$ cat src/design/sasp_pkg.sv
package sasp_pkg;

    // Script store geometry and walk bound
    localparam int SCRIPT_DEPTH = 64;
    localparam int POS_W        = $clog2(SCRIPT_DEPTH);
    localparam int MAX_STEPS    = 512;
    localparam int STEP_W       = $clog2(MAX_STEPS + 1);

    // Field widths
    localparam int FUNC_W  = 2;
    localparam int INDEX_W = 6;
    localparam int DUR_W   = 16;
    localparam int CODE_W  = 16;
    localparam int SPEED_W = 16;
    localparam int START_W = 6;
    localparam int ENTRY_W = DUR_W + CODE_W;
    localparam int TIMER_W = 24;
    localparam int FRAC_W  = 8;
    localparam int SUM_W   = DUR_W + SPEED_W;

    // Input function codes
    localparam logic [FUNC_W-1:0] FUNC_TICK    = 2'd0;
    localparam logic [FUNC_W-1:0] FUNC_WRITE   = 2'd1;
    localparam logic [FUNC_W-1:0] FUNC_RESTART = 2'd2;
    localparam logic [FUNC_W-1:0] FUNC_NOP     = 2'd3;

    // Control entry codes
    localparam logic [CODE_W-1:0] CODE_HOLD    = 16'h0000;
    localparam logic [CODE_W-1:0] CODE_RELEASE = 16'h0001;
    localparam logic [CODE_W-1:0] CODE_LOOP    = 16'hFFFF;

    // Normal speed in 8.8 fixed point
    localparam logic [SPEED_W-1:0] ONE_SPEED = 16'h0100;

    // Configuration register indexes
    localparam logic CFG_SPEED = 1'b0;
    localparam logic CFG_START = 1'b1;

    typedef struct packed {
        logic [SPEED_W-1:0] speed;
        logic [START_W-1:0] start_position;
    } cfg_t;

    // Script store access from the walker
    typedef struct packed {
        logic               we;
        logic [POS_W-1:0]   waddr;
        logic [ENTRY_W-1:0] wdata;
        logic               re;
        logic [POS_W-1:0]   raddr;
    } mem_req_t;

    typedef struct packed {
        logic              running;
        logic [CODE_W-1:0] frame_number;
        logic              frame_changed;
        logic              released;
        logic              step_overrun;
    } result_t;

endpackage

$ cat src/design/sasp_script_ram.sv
module sasp_script_ram
    import sasp_pkg::*;
(
    input  logic               aclk,
    input  mem_req_t           req,
    output logic [ENTRY_W-1:0] rdata
);

    logic [ENTRY_W-1:0] mem [SCRIPT_DEPTH];
    logic [ENTRY_W-1:0] rdata_reg;

    // Write port
    always_ff @(posedge aclk) begin
        if (req.we) begin
            mem[req.waddr] <= req.wdata;
        end
    end

    // Registered read port
    always_ff @(posedge aclk) begin
        if (req.re) begin
            rdata_reg <= mem[req.raddr];
        end
    end

    assign rdata = rdata_reg;

endmodule

$ cat src/design/sasp_walker.sv
module sasp_walker
    import sasp_pkg::*;
(
    input  logic               aclk,
    input  logic               aresetn,
    input  cfg_t               cfg,
    // incoming transaction
    input  logic               in_valid,
    output logic               in_ready,
    input  logic [FUNC_W-1:0]  in_func,
    input  logic [INDEX_W-1:0] in_index,
    input  logic [DUR_W-1:0]   in_duration,
    input  logic [CODE_W-1:0]  in_code,
    // script store
    output mem_req_t           mem_req,
    input  logic [ENTRY_W-1:0] mem_rdata,
    // result handoff
    output logic               res_valid,
    input  logic               res_ready,
    output result_t            res
);

    typedef enum logic [4:0] {
        ST_IDLE  = 5'b00001,
        ST_READ  = 5'b00010,
        ST_EVAL  = 5'b00100,
        ST_ACCUM = 5'b01000,
        ST_DONE  = 5'b10000
    } state_t;

    state_t state_reg, state_next;

    logic [POS_W-1:0]   pos_reg, pos_next;
    logic [TIMER_W-1:0] timer_reg, timer_next;
    logic [FRAC_W-1:0]  frac_reg, frac_next;
    logic [CODE_W-1:0]  frame_reg, frame_next;
    logic               active_reg, active_next;
    logic               released_reg, released_next;
    logic [STEP_W-1:0]  steps_reg, steps_next;
    logic               run_reg, run_next;
    logic               changed_reg, changed_next;
    logic               overrun_reg, overrun_next;
    // payload registers
    logic [SPEED_W-1:0] rate_reg, rate_next;
    logic [SUM_W-1:0]   prod_reg, prod_next;

    logic [POS_W-1:0]   pos_inc;
    logic [POS_W-1:0]   start_pos;
    logic [TIMER_W-1:0] timer_dec;
    logic [DUR_W-1:0]   ent_dur;
    logic [CODE_W-1:0]  ent_code;
    logic [SUM_W-1:0]   sum;
    logic               accept;

    assign pos_inc   = (32'(pos_reg) + 1 >= SCRIPT_DEPTH) ? '0 : pos_reg + 1'b1;
    assign start_pos = POS_W'(32'(cfg.start_position) % SCRIPT_DEPTH);
    assign timer_dec = timer_reg - 1'b1;
    assign ent_dur   = mem_rdata[ENTRY_W-1:CODE_W];
    assign ent_code  = mem_rdata[CODE_W-1:0];
    assign sum       = SUM_W'(frac_reg) + prod_reg;

    assign in_ready  = (state_reg == ST_IDLE);
    assign accept    = in_valid && in_ready;
    assign res_valid = (state_reg == ST_DONE);

    assign res.running       = run_reg;
    assign res.frame_number  = frame_reg;
    assign res.frame_changed = changed_reg;
    assign res.released      = released_reg;
    assign res.step_overrun  = overrun_reg;

    // Walk sequencer: one store read per entry, multiply, then accumulate
    always_comb begin
        state_next    = state_reg;
        pos_next      = pos_reg;
        timer_next    = timer_reg;
        frac_next     = frac_reg;
        frame_next    = frame_reg;
        active_next   = active_reg;
        released_next = released_reg;
        steps_next    = steps_reg;
        run_next      = run_reg;
        changed_next  = changed_reg;
        overrun_next  = overrun_reg;
        rate_next     = rate_reg;
        prod_next     = prod_reg;
        mem_req.we    = 1'b0;
        mem_req.waddr = POS_W'(in_index);
        mem_req.wdata = {in_duration, in_code};
        mem_req.re    = 1'b0;
        mem_req.raddr = pos_reg;

        unique case (state_reg)
            ST_IDLE: begin
                if (accept) begin
                    steps_next   = '0;
                    changed_next = 1'b0;
                    overrun_next = 1'b0;
                    run_next     = active_reg;
                    state_next   = ST_DONE;
                    unique case (in_func)
                        FUNC_TICK: begin
                            if (active_reg && cfg.speed != '0) begin
                                rate_next = cfg.speed;
                                if (timer_reg != '0) begin
                                    timer_next = timer_dec;
                                    if (timer_dec == '0) begin
                                        pos_next   = pos_inc;
                                        state_next = ST_READ;
                                    end
                                end else begin
                                    state_next = ST_READ;
                                end
                            end
                        end
                        FUNC_WRITE: begin
                            mem_req.we = (32'(in_index) < SCRIPT_DEPTH);
                        end
                        FUNC_RESTART: begin
                            active_next   = 1'b1;
                            released_next = 1'b0;
                            pos_next      = start_pos;
                            timer_next    = '0;
                            rate_next     = ONE_SPEED;
                            state_next    = ST_READ;
                        end
                        FUNC_NOP: begin
                        end
                        default: begin
                        end
                    endcase
                end
            end

            // Check the bound, then fetch the entry at the current position
            ST_READ: begin
                if (steps_reg == STEP_W'(MAX_STEPS)) begin
                    overrun_next = 1'b1;
                    run_next     = 1'b1;
                    state_next   = ST_DONE;
                end else begin
                    steps_next = steps_reg + 1'b1;
                    mem_req.re = 1'b1;
                    state_next = ST_EVAL;
                end
            end

            // Decode control entries, start the duration * rate product
            ST_EVAL: begin
                if (ent_dur == '0 && ent_code == CODE_LOOP) begin
                    pos_next   = start_pos;
                    state_next = ST_READ;
                end else if (ent_dur == '0 && ent_code == CODE_RELEASE) begin
                    active_next   = 1'b0;
                    released_next = 1'b1;
                    run_next      = 1'b0;
                    state_next    = ST_DONE;
                end else if (ent_dur == '0 && ent_code == CODE_HOLD) begin
                    run_next   = 1'b0;
                    state_next = ST_DONE;
                end else begin
                    prod_next  = ent_dur * rate_reg;
                    state_next = ST_ACCUM;
                end
            end

            // Add into the fraction; a whole tick or more selects the frame
            ST_ACCUM: begin
                frac_next = sum[FRAC_W-1:0];
                if (sum[SUM_W-1:FRAC_W] == '0) begin
                    pos_next   = pos_inc;
                    state_next = ST_READ;
                end else begin
                    timer_next   = sum[FRAC_W+TIMER_W-1:FRAC_W];
                    frame_next   = ent_code;
                    changed_next = 1'b1;
                    run_next     = 1'b1;
                    state_next   = ST_DONE;
                end
            end

            ST_DONE: begin
                if (res_ready) begin
                    state_next = ST_IDLE;
                end
            end

            default: begin
                state_next = ST_IDLE;
            end
        endcase
    end

    // Control and player state
    always_ff @(posedge aclk) begin
        if (!aresetn) begin
            state_reg    <= ST_IDLE;
            pos_reg      <= '0;
            timer_reg    <= '0;
            frac_reg     <= '0;
            frame_reg    <= '0;
            active_reg   <= 1'b0;
            released_reg <= 1'b0;
            steps_reg    <= '0;
            run_reg      <= 1'b0;
            changed_reg  <= 1'b0;
            overrun_reg  <= 1'b0;
        end else begin
            state_reg    <= state_next;
            pos_reg      <= pos_next;
            timer_reg    <= timer_next;
            frac_reg     <= frac_next;
            frame_reg    <= frame_next;
            active_reg   <= active_next;
            released_reg <= released_next;
            steps_reg    <= steps_next;
            run_reg      <= run_next;
            changed_reg  <= changed_next;
            overrun_reg  <= overrun_next;
        end
    end

    // Datapath registers
    always_ff @(posedge aclk) begin
        rate_reg <= rate_next;
        prod_reg <= prod_next;
    end

endmodule

$ cat src/design/sprite_animation_script_player.sv
// Sprite animation script player. Each input transaction is a tick, a script
// entry write, a restart or a no-op, and each gives exactly one result. A
// write, a no-op, a tick on an idle or frozen player, and a tick whose frame
// timer has not run out go straight from acceptance to the result, with no
// walk. A walk through the script takes each entry it reads through READ
// (address), EVAL (registered store data with the duration * speed product)
// and ACCUM (accumulate); a loop, hold or release entry goes no further than
// EVAL. A walk reads at most 512 entries, after which the step bound check in
// READ ends it with step_overrun set. The script memory has a single
// registered read port, and the product is registered. The next transaction
// is accepted as soon as the result is in the output register; a write is
// taken only between walks, so reads and writes of the store never overlap.
module sprite_animation_script_player
    import sasp_pkg::*;
(
    input  logic        aclk,
    input  logic        aresetn,
    // configuration writes
    input  logic        cfg_wr_en,
    input  logic        cfg_addr,
    input  logic [15:0] cfg_wdata,
    // input stream
    input  logic        s_tvalid,
    output logic        s_tready,
    input  logic [39:0] s_tdata,  // entry_index, entry_duration, entry_code, zero pad
    input  logic [1:0]  s_tuser,  // func
    // result stream
    output logic        m_tvalid,
    input  logic        m_tready,
    output logic [23:0] m_tdata   // running, frame_number, frame_changed, released,
                                  // step_overrun, zero pad
);

    cfg_t               cfg_reg;
    mem_req_t           mem_req;
    logic [ENTRY_W-1:0] mem_rdata;
    logic               res_valid;
    logic               res_ready;
    result_t            res;
    logic               m_tvalid_reg;
    result_t            m_res_reg;

    // Configuration registers
    always_ff @(posedge aclk) begin
        if (!aresetn) begin
            cfg_reg.speed          <= ONE_SPEED;
            cfg_reg.start_position <= '0;
        end else if (cfg_wr_en) begin
            unique case (cfg_addr)
                CFG_SPEED: cfg_reg.speed          <= cfg_wdata;
                CFG_START: cfg_reg.start_position <= cfg_wdata[START_W-1:0];
                default: begin
                end
            endcase
        end
    end

    sasp_script_ram u_ram (
        .aclk  (aclk),
        .req   (mem_req),
        .rdata (mem_rdata)
    );

    sasp_walker u_walker (
        .aclk        (aclk),
        .aresetn     (aresetn),
        .cfg         (cfg_reg),
        .in_valid    (s_tvalid),
        .in_ready    (s_tready),
        .in_func     (s_tuser),
        .in_index    (s_tdata[5:0]),
        .in_duration (s_tdata[21:6]),
        .in_code     (s_tdata[37:22]),
        .mem_req     (mem_req),
        .mem_rdata   (mem_rdata),
        .res_valid   (res_valid),
        .res_ready   (res_ready),
        .res         (res)
    );

    // Output register
    assign res_ready = !m_tvalid_reg || m_tready;

    always_ff @(posedge aclk) begin
        if (!aresetn) begin
            m_tvalid_reg <= 1'b0;
        end else if (res_valid && res_ready) begin
            m_tvalid_reg <= 1'b1;
        end else if (m_tready) begin
            m_tvalid_reg <= 1'b0;
        end
    end

    always_ff @(posedge aclk) begin
        if (res_valid && res_ready) begin
            m_res_reg <= res;
        end
    end

    assign m_tvalid = m_tvalid_reg;
    assign m_tdata  = {4'b0000,
                       m_res_reg.step_overrun,
                       m_res_reg.released,
                       m_res_reg.frame_changed,
                       m_res_reg.frame_number,
                       m_res_reg.running};

endmodule

$ cat config.mk
export PLATFORM = sky130hd
export DESIGN_NAME = sprite_animation_script_player
export DESIGN_NICKNAME = d
export VERILOG_FILES = /design/src/design/sasp_pkg.sv /design/src/design/sasp_script_ram.sv /design/src/design/sasp_walker.sv /design/src/design/sprite_animation_script_player.sv
export SDC_FILE = /design/constraint.sdc
export NUM_CORES = 2
export LEC_CHECK = 0
export BUFFER_PORTS_ARGS = -buffer_cell sky130_fd_sc_hd__buf_2
export CELL_PAD_IN_SITES_DETAIL_PLACEMENT = 1
export CELL_PAD_IN_SITES_GLOBAL_PLACEMENT = 1
export CORE_AREA = 2 2 494 496
export DETAILED_ROUTE_END_ITERATION = 6
export DIE_AREA = 0 0 496 498
export PLACE_DENSITY = 0.63
export SLEW_MARGIN = 20
export SYNTH_ARGS = -nofsm -noshare
export SYNTH_HDL_FRONTEND = slang
export SYNTH_HIERARCHICAL = 1
export SYNTH_SLANG_ARGS = --single-unit
$ cat constraint.sdc
create_clock -name aclk -period 18.5 [get_ports aclk]
set_input_delay 2.775 -clock aclk [delete_from_list [all_inputs] [get_ports aclk]]
set_output_delay 2.775 -clock aclk [all_outputs]
set_load 0.01 [all_outputs]
# Yosys cells after proc, flatten, opt, wreduce, memory -nomap -nowiden
# Memory sizes are Yosys's and may differ from the RTL's. A register that Yosys moved wholly into a read port is not among the register bits.
# Index checks and enable logic that the tools add are counted.
# Widths: inputs -> output; s select.
[classes] addsub=5 multipliers=1 n_lt_le_gt_ge=1 eq_ne=26 n_mux=61 n_bitwise=5 reduce_logical=35
[op_table] cell="$mux 24" n=4
[op_table] cell="$pmux 24 s2" n=2
[op_table] cell="$mux 5" n=10
[op_table] cell="$logic_not 24->1" n=2
[op_table] cell="$mux 6" n=7
[op_table] cell="$add 8x32->32" n=1
[op_table] cell="$ge 32x7->1 const B" n=1
[op_table] cell="$logic_not 16->1" n=2
[op_table] cell="$mul 16x16->32" n=1
[op_table] cell="$pmux 16 s2" n=1
[op_table] cell="$pmux 5 s5" n=1
[op_table] cell="$mux 1" n=24
[op_table] cell="$reduce_bool 24->1" n=1
[op_table] cell="$sub 24x1->24 const B" n=1
[op_table] cell="$mux 10" n=2
[op_table] cell="$pmux 10 s2" n=1
[op_table] cell="$pmux 6 s3" n=1
[op_table] cell="$eq 16x1->1 const B" n=1
[op_table] cell="$eq 16x16->1 const B" n=1
[op_table] cell="$mux 16" n=1
[op_table] cell="$reduce_bool 16->1" n=1
[op_table] cell="$ne 2x1->1 const B" n=6
[op_table] cell="$ne 3x3->1 const B" n=4
[op_table] cell="$pmux 6 s2" n=1
[op_table] cell="other kinds (30)" n=57
[word_totals] regBits=165 ramBits=2048 input_bits=64 out_inout_bits=26 word_cells=156 mem_count=1
[mem_list] name="u_ram.mem" depth=64 word_bits=32 read_ports=1 rd_ports_with_merged_regs=1 wr=1 line="sasp_script_ram.sv:9" rtl="logic [ENTRY_W-1:0] mem [SCRIPT_DEPTH];"

# Depth between registers and ports, before layout
[depth] depth_word=9 mapped_depth=25 ltp_nobuf=24

# Modules after synthesis
# The synthesis kept the hierarchy.
[modules_own_cells] mod="sasp_script_ram" n_inst=1 cells_each=3323 area_per_inst_um2=78823.1 seq_area_each_um2=62459.9
[modules_own_cells] mod="sasp_walker" n_inst=1 cells_each=1813 area_per_inst_um2=15737.6 seq_area_each_um2=2922.8
[modules_own_cells] mod="sprite_animation_script_player" n_inst=1 cells_each=121 area_per_inst_um2=1569.0 seq_area_each_um2=1061.0

# Worst setup path after synthesis
# No wires, ideal clock.
[synth_timing] path_kind="input-to-reg" start="in s_tvalid" end="mem u_ram/mem[32][0] in the netlist's numbering, enable pin" setup_ns=0.461 arrival_ns=5.866 t_required_ns=18.039 setup_slack_ns=12.173 cell_stages=4 n_path_buf=0 path_cell_list="nand2_1 > nor3b_1 > nand4b_1 > nor3_1"
[synth_rtl] item="start: declaration" line="sprite_animation_script_player.sv:23" rtl="input logic s_tvalid,"
[synth_rtl] item="end: declaration" line="sasp_script_ram.sv:9"

# Final worst setup path
[layout_timing] start="reg u_ram.rdata_reg[22] (netlist: u_ram/rdata[22]) (read register of u_ram.mem)" end="reg u_walker.prod_reg[31] (data pin)"
[layout_between] elab_chain_cells=1
[layout_lines] item="start: declaration" line="sasp_script_ram.sv:10" rtl="logic [ENTRY_W-1:0] rdata_reg;"
[layout_lines] item="$mul 16x16->32" line="sasp_walker.sv:162" rtl="prod_next = ent_dur * rate_reg;"
[layout_lines] item="end signal: assignment" line="sasp_walker.sv:226" rtl="prod_reg <= prod_next;"
[layout_lines] item="end: declaration" line="sasp_walker.sv:45" rtl="logic [SUM_W-1:0] prod_reg, prod_next;"
# No other way between the ends.
# A chain may end at the register's enable or synchronous reset.

==> parameters.txt <==
Parameter                              Value

Run status
  Outcome    finished, final reports clean

Synth
  Most numerous cell in the Yosys netlist    edfxtp_1
  Area fraction in compound gates after synthesis    2.94%
  Leading register cell type out of synthesis    edfxtp_1
  Sequential element share of the synthesized area    69.1%
  Post-synthesis share of cell area spent on full adders, half adders and majority gates    5.58%
  Largest family of logic cells by synthesized area    multiplexers
  Netlist area before placement    96100 um2
  Post-Synth Simple-Gate Area    4.72%
  Distinct cells, synth    79
  Fraction of post-synthesis cell area in the top cell type by area    67.1%
  Yosys reg bits    2245
  Cell taking the most area after synthesis    edfxtp_1
  Leading post-synthesis cells by instance count    edfxtp_1, mux4_2, nand2_1
  Syn Area/Cell    18.3 um2
  Synthesized instance count    5257
  Dominant cells by area after synthesis    edfxtp_1, mux4_2, fa_1, dfxtp_1, ha_1
  EDFF count, synth    2148
  Number of warnings printed during yosys synthesis    6
  Async S/R FF share, synth    0%
  Xor-xnor portion of the synthesized cell area    0.756%
  Multiplexer area fraction after synthesis    14.2%

Worst setup path
  Critical Path, Cell by Cell    nand2_1 > fa_1 > fa_1 > inv_1 > fa_1 > inv_1 > fa_1 > fa_1 > fa_1 > inv_1 > ha_1 > a21oi_1 > a2bb2oi_1 > o21ai_1 > or4_1 > o2111ai_1 > a31oi_1 > a22o_1 > o41ai_1 > xnor2_1
  Largest stage delay, worst path    0.94 ns
  CP max FO    17
  Start-to-end type of the worst setup path    flip-flop to flip-flop
  Critical Path Most Common Cell    fa_1
  Critical path data arrival time    7.80 ns
  Data required time at the worst endpoint    19.06 ns
  Endpoint type of the worst setup path    flip-flop
  CP max-delay cell    edfxtp_1
  Type of origin of the critical path    flip-flop

Layout
  Layout cell share with drive strength beyond 1    21.0%
  Final instance area    108000 um2
  Layout area overhead    12.2%
  Number of nets at the end of the flow    5782
  Post-layout util    44.6%
  Flip-flop count of the largest register after layout    2048

Detailed routing
  DRC violation count after routing    0
  First-pass detailed-route iteration total    5
  Drt via density    5.69
  Total via count in the routed design    50003
  Antenna Nets Post-Route    0
  Total Wirelength    260000 um
  Drt first-iter violations    5052
  Avg WL per Cell    29.6 um

Clock tree
  Clock root buffer    clkbuf_16
  Post-CTS setup buffers    0
  Clock tree sinks    2245
  Number of CTS-inserted buffers    224
  Clock H-tree levels    4
  Max Root-Sink Buffers    3
  Resize count post-CTS    0
  Clock tree from TritonCTS    built
  Number of hold-repair buffers added at the cts stage    0
  Clk Latency, worst-skew pair    0.90 ns
  Clock-pin slew on the worst setup and hold paths    0.06 ns

GRT
  Gr ovfl total    0
  Wire length of the first global-routing pass    377000 um
  Vias in the first global route    53078
  Maximum number of pins on one net before global-route repair    97
  Antenna violations before repair    27
  Total Routing Usage GR    21.1%

Floorplanning
  Area of the core region    242000 um2
  Die width    496 um
  Area of the die    247000 um2
  Std cell rows    181
  Die Span Y    498 um
  Initial Utilization    39.7%
  I/O pin count    90

Timing
  Peak clock frequency supported by timing    138 MHz
  Number of failing hold endpoints at the final stage    0
  Setup tns final    0 ns
  Unrepaired setup endpoints after global routing    no
  Transition time of the tightest slew-check pin    1.15 ns
  Final setup violation count    0
  Minimum clock period after layout    7.23 ns
  Slack of the critical path    11.27 ns
  Number of max-slew violations in the final report    0
  Final critical-path share of the clock period    39.1%
  Fin Clk Skew    0.0826 ns
  Relative slew margins    23.0%

Pwr
  Leak pwr    34.5 nW
  Power per Cell Area    105 nW/um2
  Peak supply drop    0.0954 mV

Place
  Cell area reported after detailed placement    101000 um2
  Post-Place Worst Slack    11.22 ns
  Quantity of I/O buffers inserted on ports    83
  Post-DP HPWL    148000 um
  Final weighted congestion in routability-driven placement    0.792

Min path
  Worst min-delay path category    flip-flop to flip-flop

Flow run
  Count of max-cap constraint violations    0
## layout make-up
| cell class | instances | area, um2 |
|---|---|---|
| Clock inverter | 135 | 1390 |
| Tap cell | 3202 | 4010 |
| Clock buffer | 267 | 5790 |
| Timing Repair Buffer | 233 | 1630 |
| Multi-Input combinational cell | 2439 | 27600 |
| Antenna cell | 10 | 25.0 |
| Inverter | 263 | 987 |
| Fill cell | 22787 | 134000 |
| Sequential cell | 2245 | 66500 |
## metal layers
| metal | GRT usage (%) | part of all wire (%) | vias up |
|---|---|---|---|
| li1 | - | - | 20820 |
| met1 | 29.2 | 41 | 27176 |
| met4 | 6.07 | 2.8 | 2 |
| met2 | 34.3 | 48 | 1666 |
| met5 | 0 | 0.0050 | - |
| met3 | 3.86 | 7.4 | 339 |
## power breakdown
group,switching [mW],total (mW),internal (mW)
Combinational,0.704,1.19,0.488
Sequential,0.0250,5.63,5.60
Clock,1.97,4.47,2.50
Total,2.70,11.3,8.59
## critical path: cells and delay by family (launching register included)
kind | cells | cell delay (ns)
adders and majority gates | 7 | 3.35
AOI/OAI and AO/OA | 7 | 1.74
DFF | 1 | 0.94
and+or+nand+nor | 2 | 0.60
buffers and inverters | 3 | 0.17
xor gates and xnor gates | 1 | 0.12
## worst paths after layout
kind	end	cells after the start	slack, ns	from
hold reg to reg	m_tdata[18]	0	0.43	u_walker/released_reg
setup / recovery	u_walker/prod_reg[31]	20	11.27	u_ram/rdata[22]
hold / removal	m_tdata[18]	0	0.43	u_walker/released_reg
setup reg to reg	u_walker/prod_reg[31]	20	11.27	u_ram/rdata[22]
## cell families after synthesis
group / Yosys count
compound gates: 431
xor+xnor: 83
fa+ha+maj: 312
buf+inv: 576
flops: 2245
mux: 681
other cells: 1
simple gates: 928
## stage by stage
| stage | total power [mW] | hold WS [ns] | instances |
|---|---|---|---|
| after floorplan | 6.58 | 0.408 | 5260 |
| after global placement | 6.93 | 0.415 | 8382 |
| after detailed placement | 6.94 | 0.414 | 8382 |
| after CTS | 11.4 | 0.429 | 8784 |
| after global routing | 11.7 | 0.454 | 8791 |
| final | 11.3 | 0.426 | 8794 |
## cells in the final DEF, fill, tap and decap left out, types with 62 or more instances in the layout
cell type and count:
a21oi_1 108, and2_1 149, buf_2 78, buf_4 149, clkbuf_16 225, dfxtp_1 92
edfxtp_1 2148, fa_1 195, ha_1 117, inv_1 263, mux2i_1 135, mux4_2 544
nand2_1 287, nor2_1 165, nor2_4 62, o22ai_1 97
Note: power is estimated with default switching activity, not from simulation.
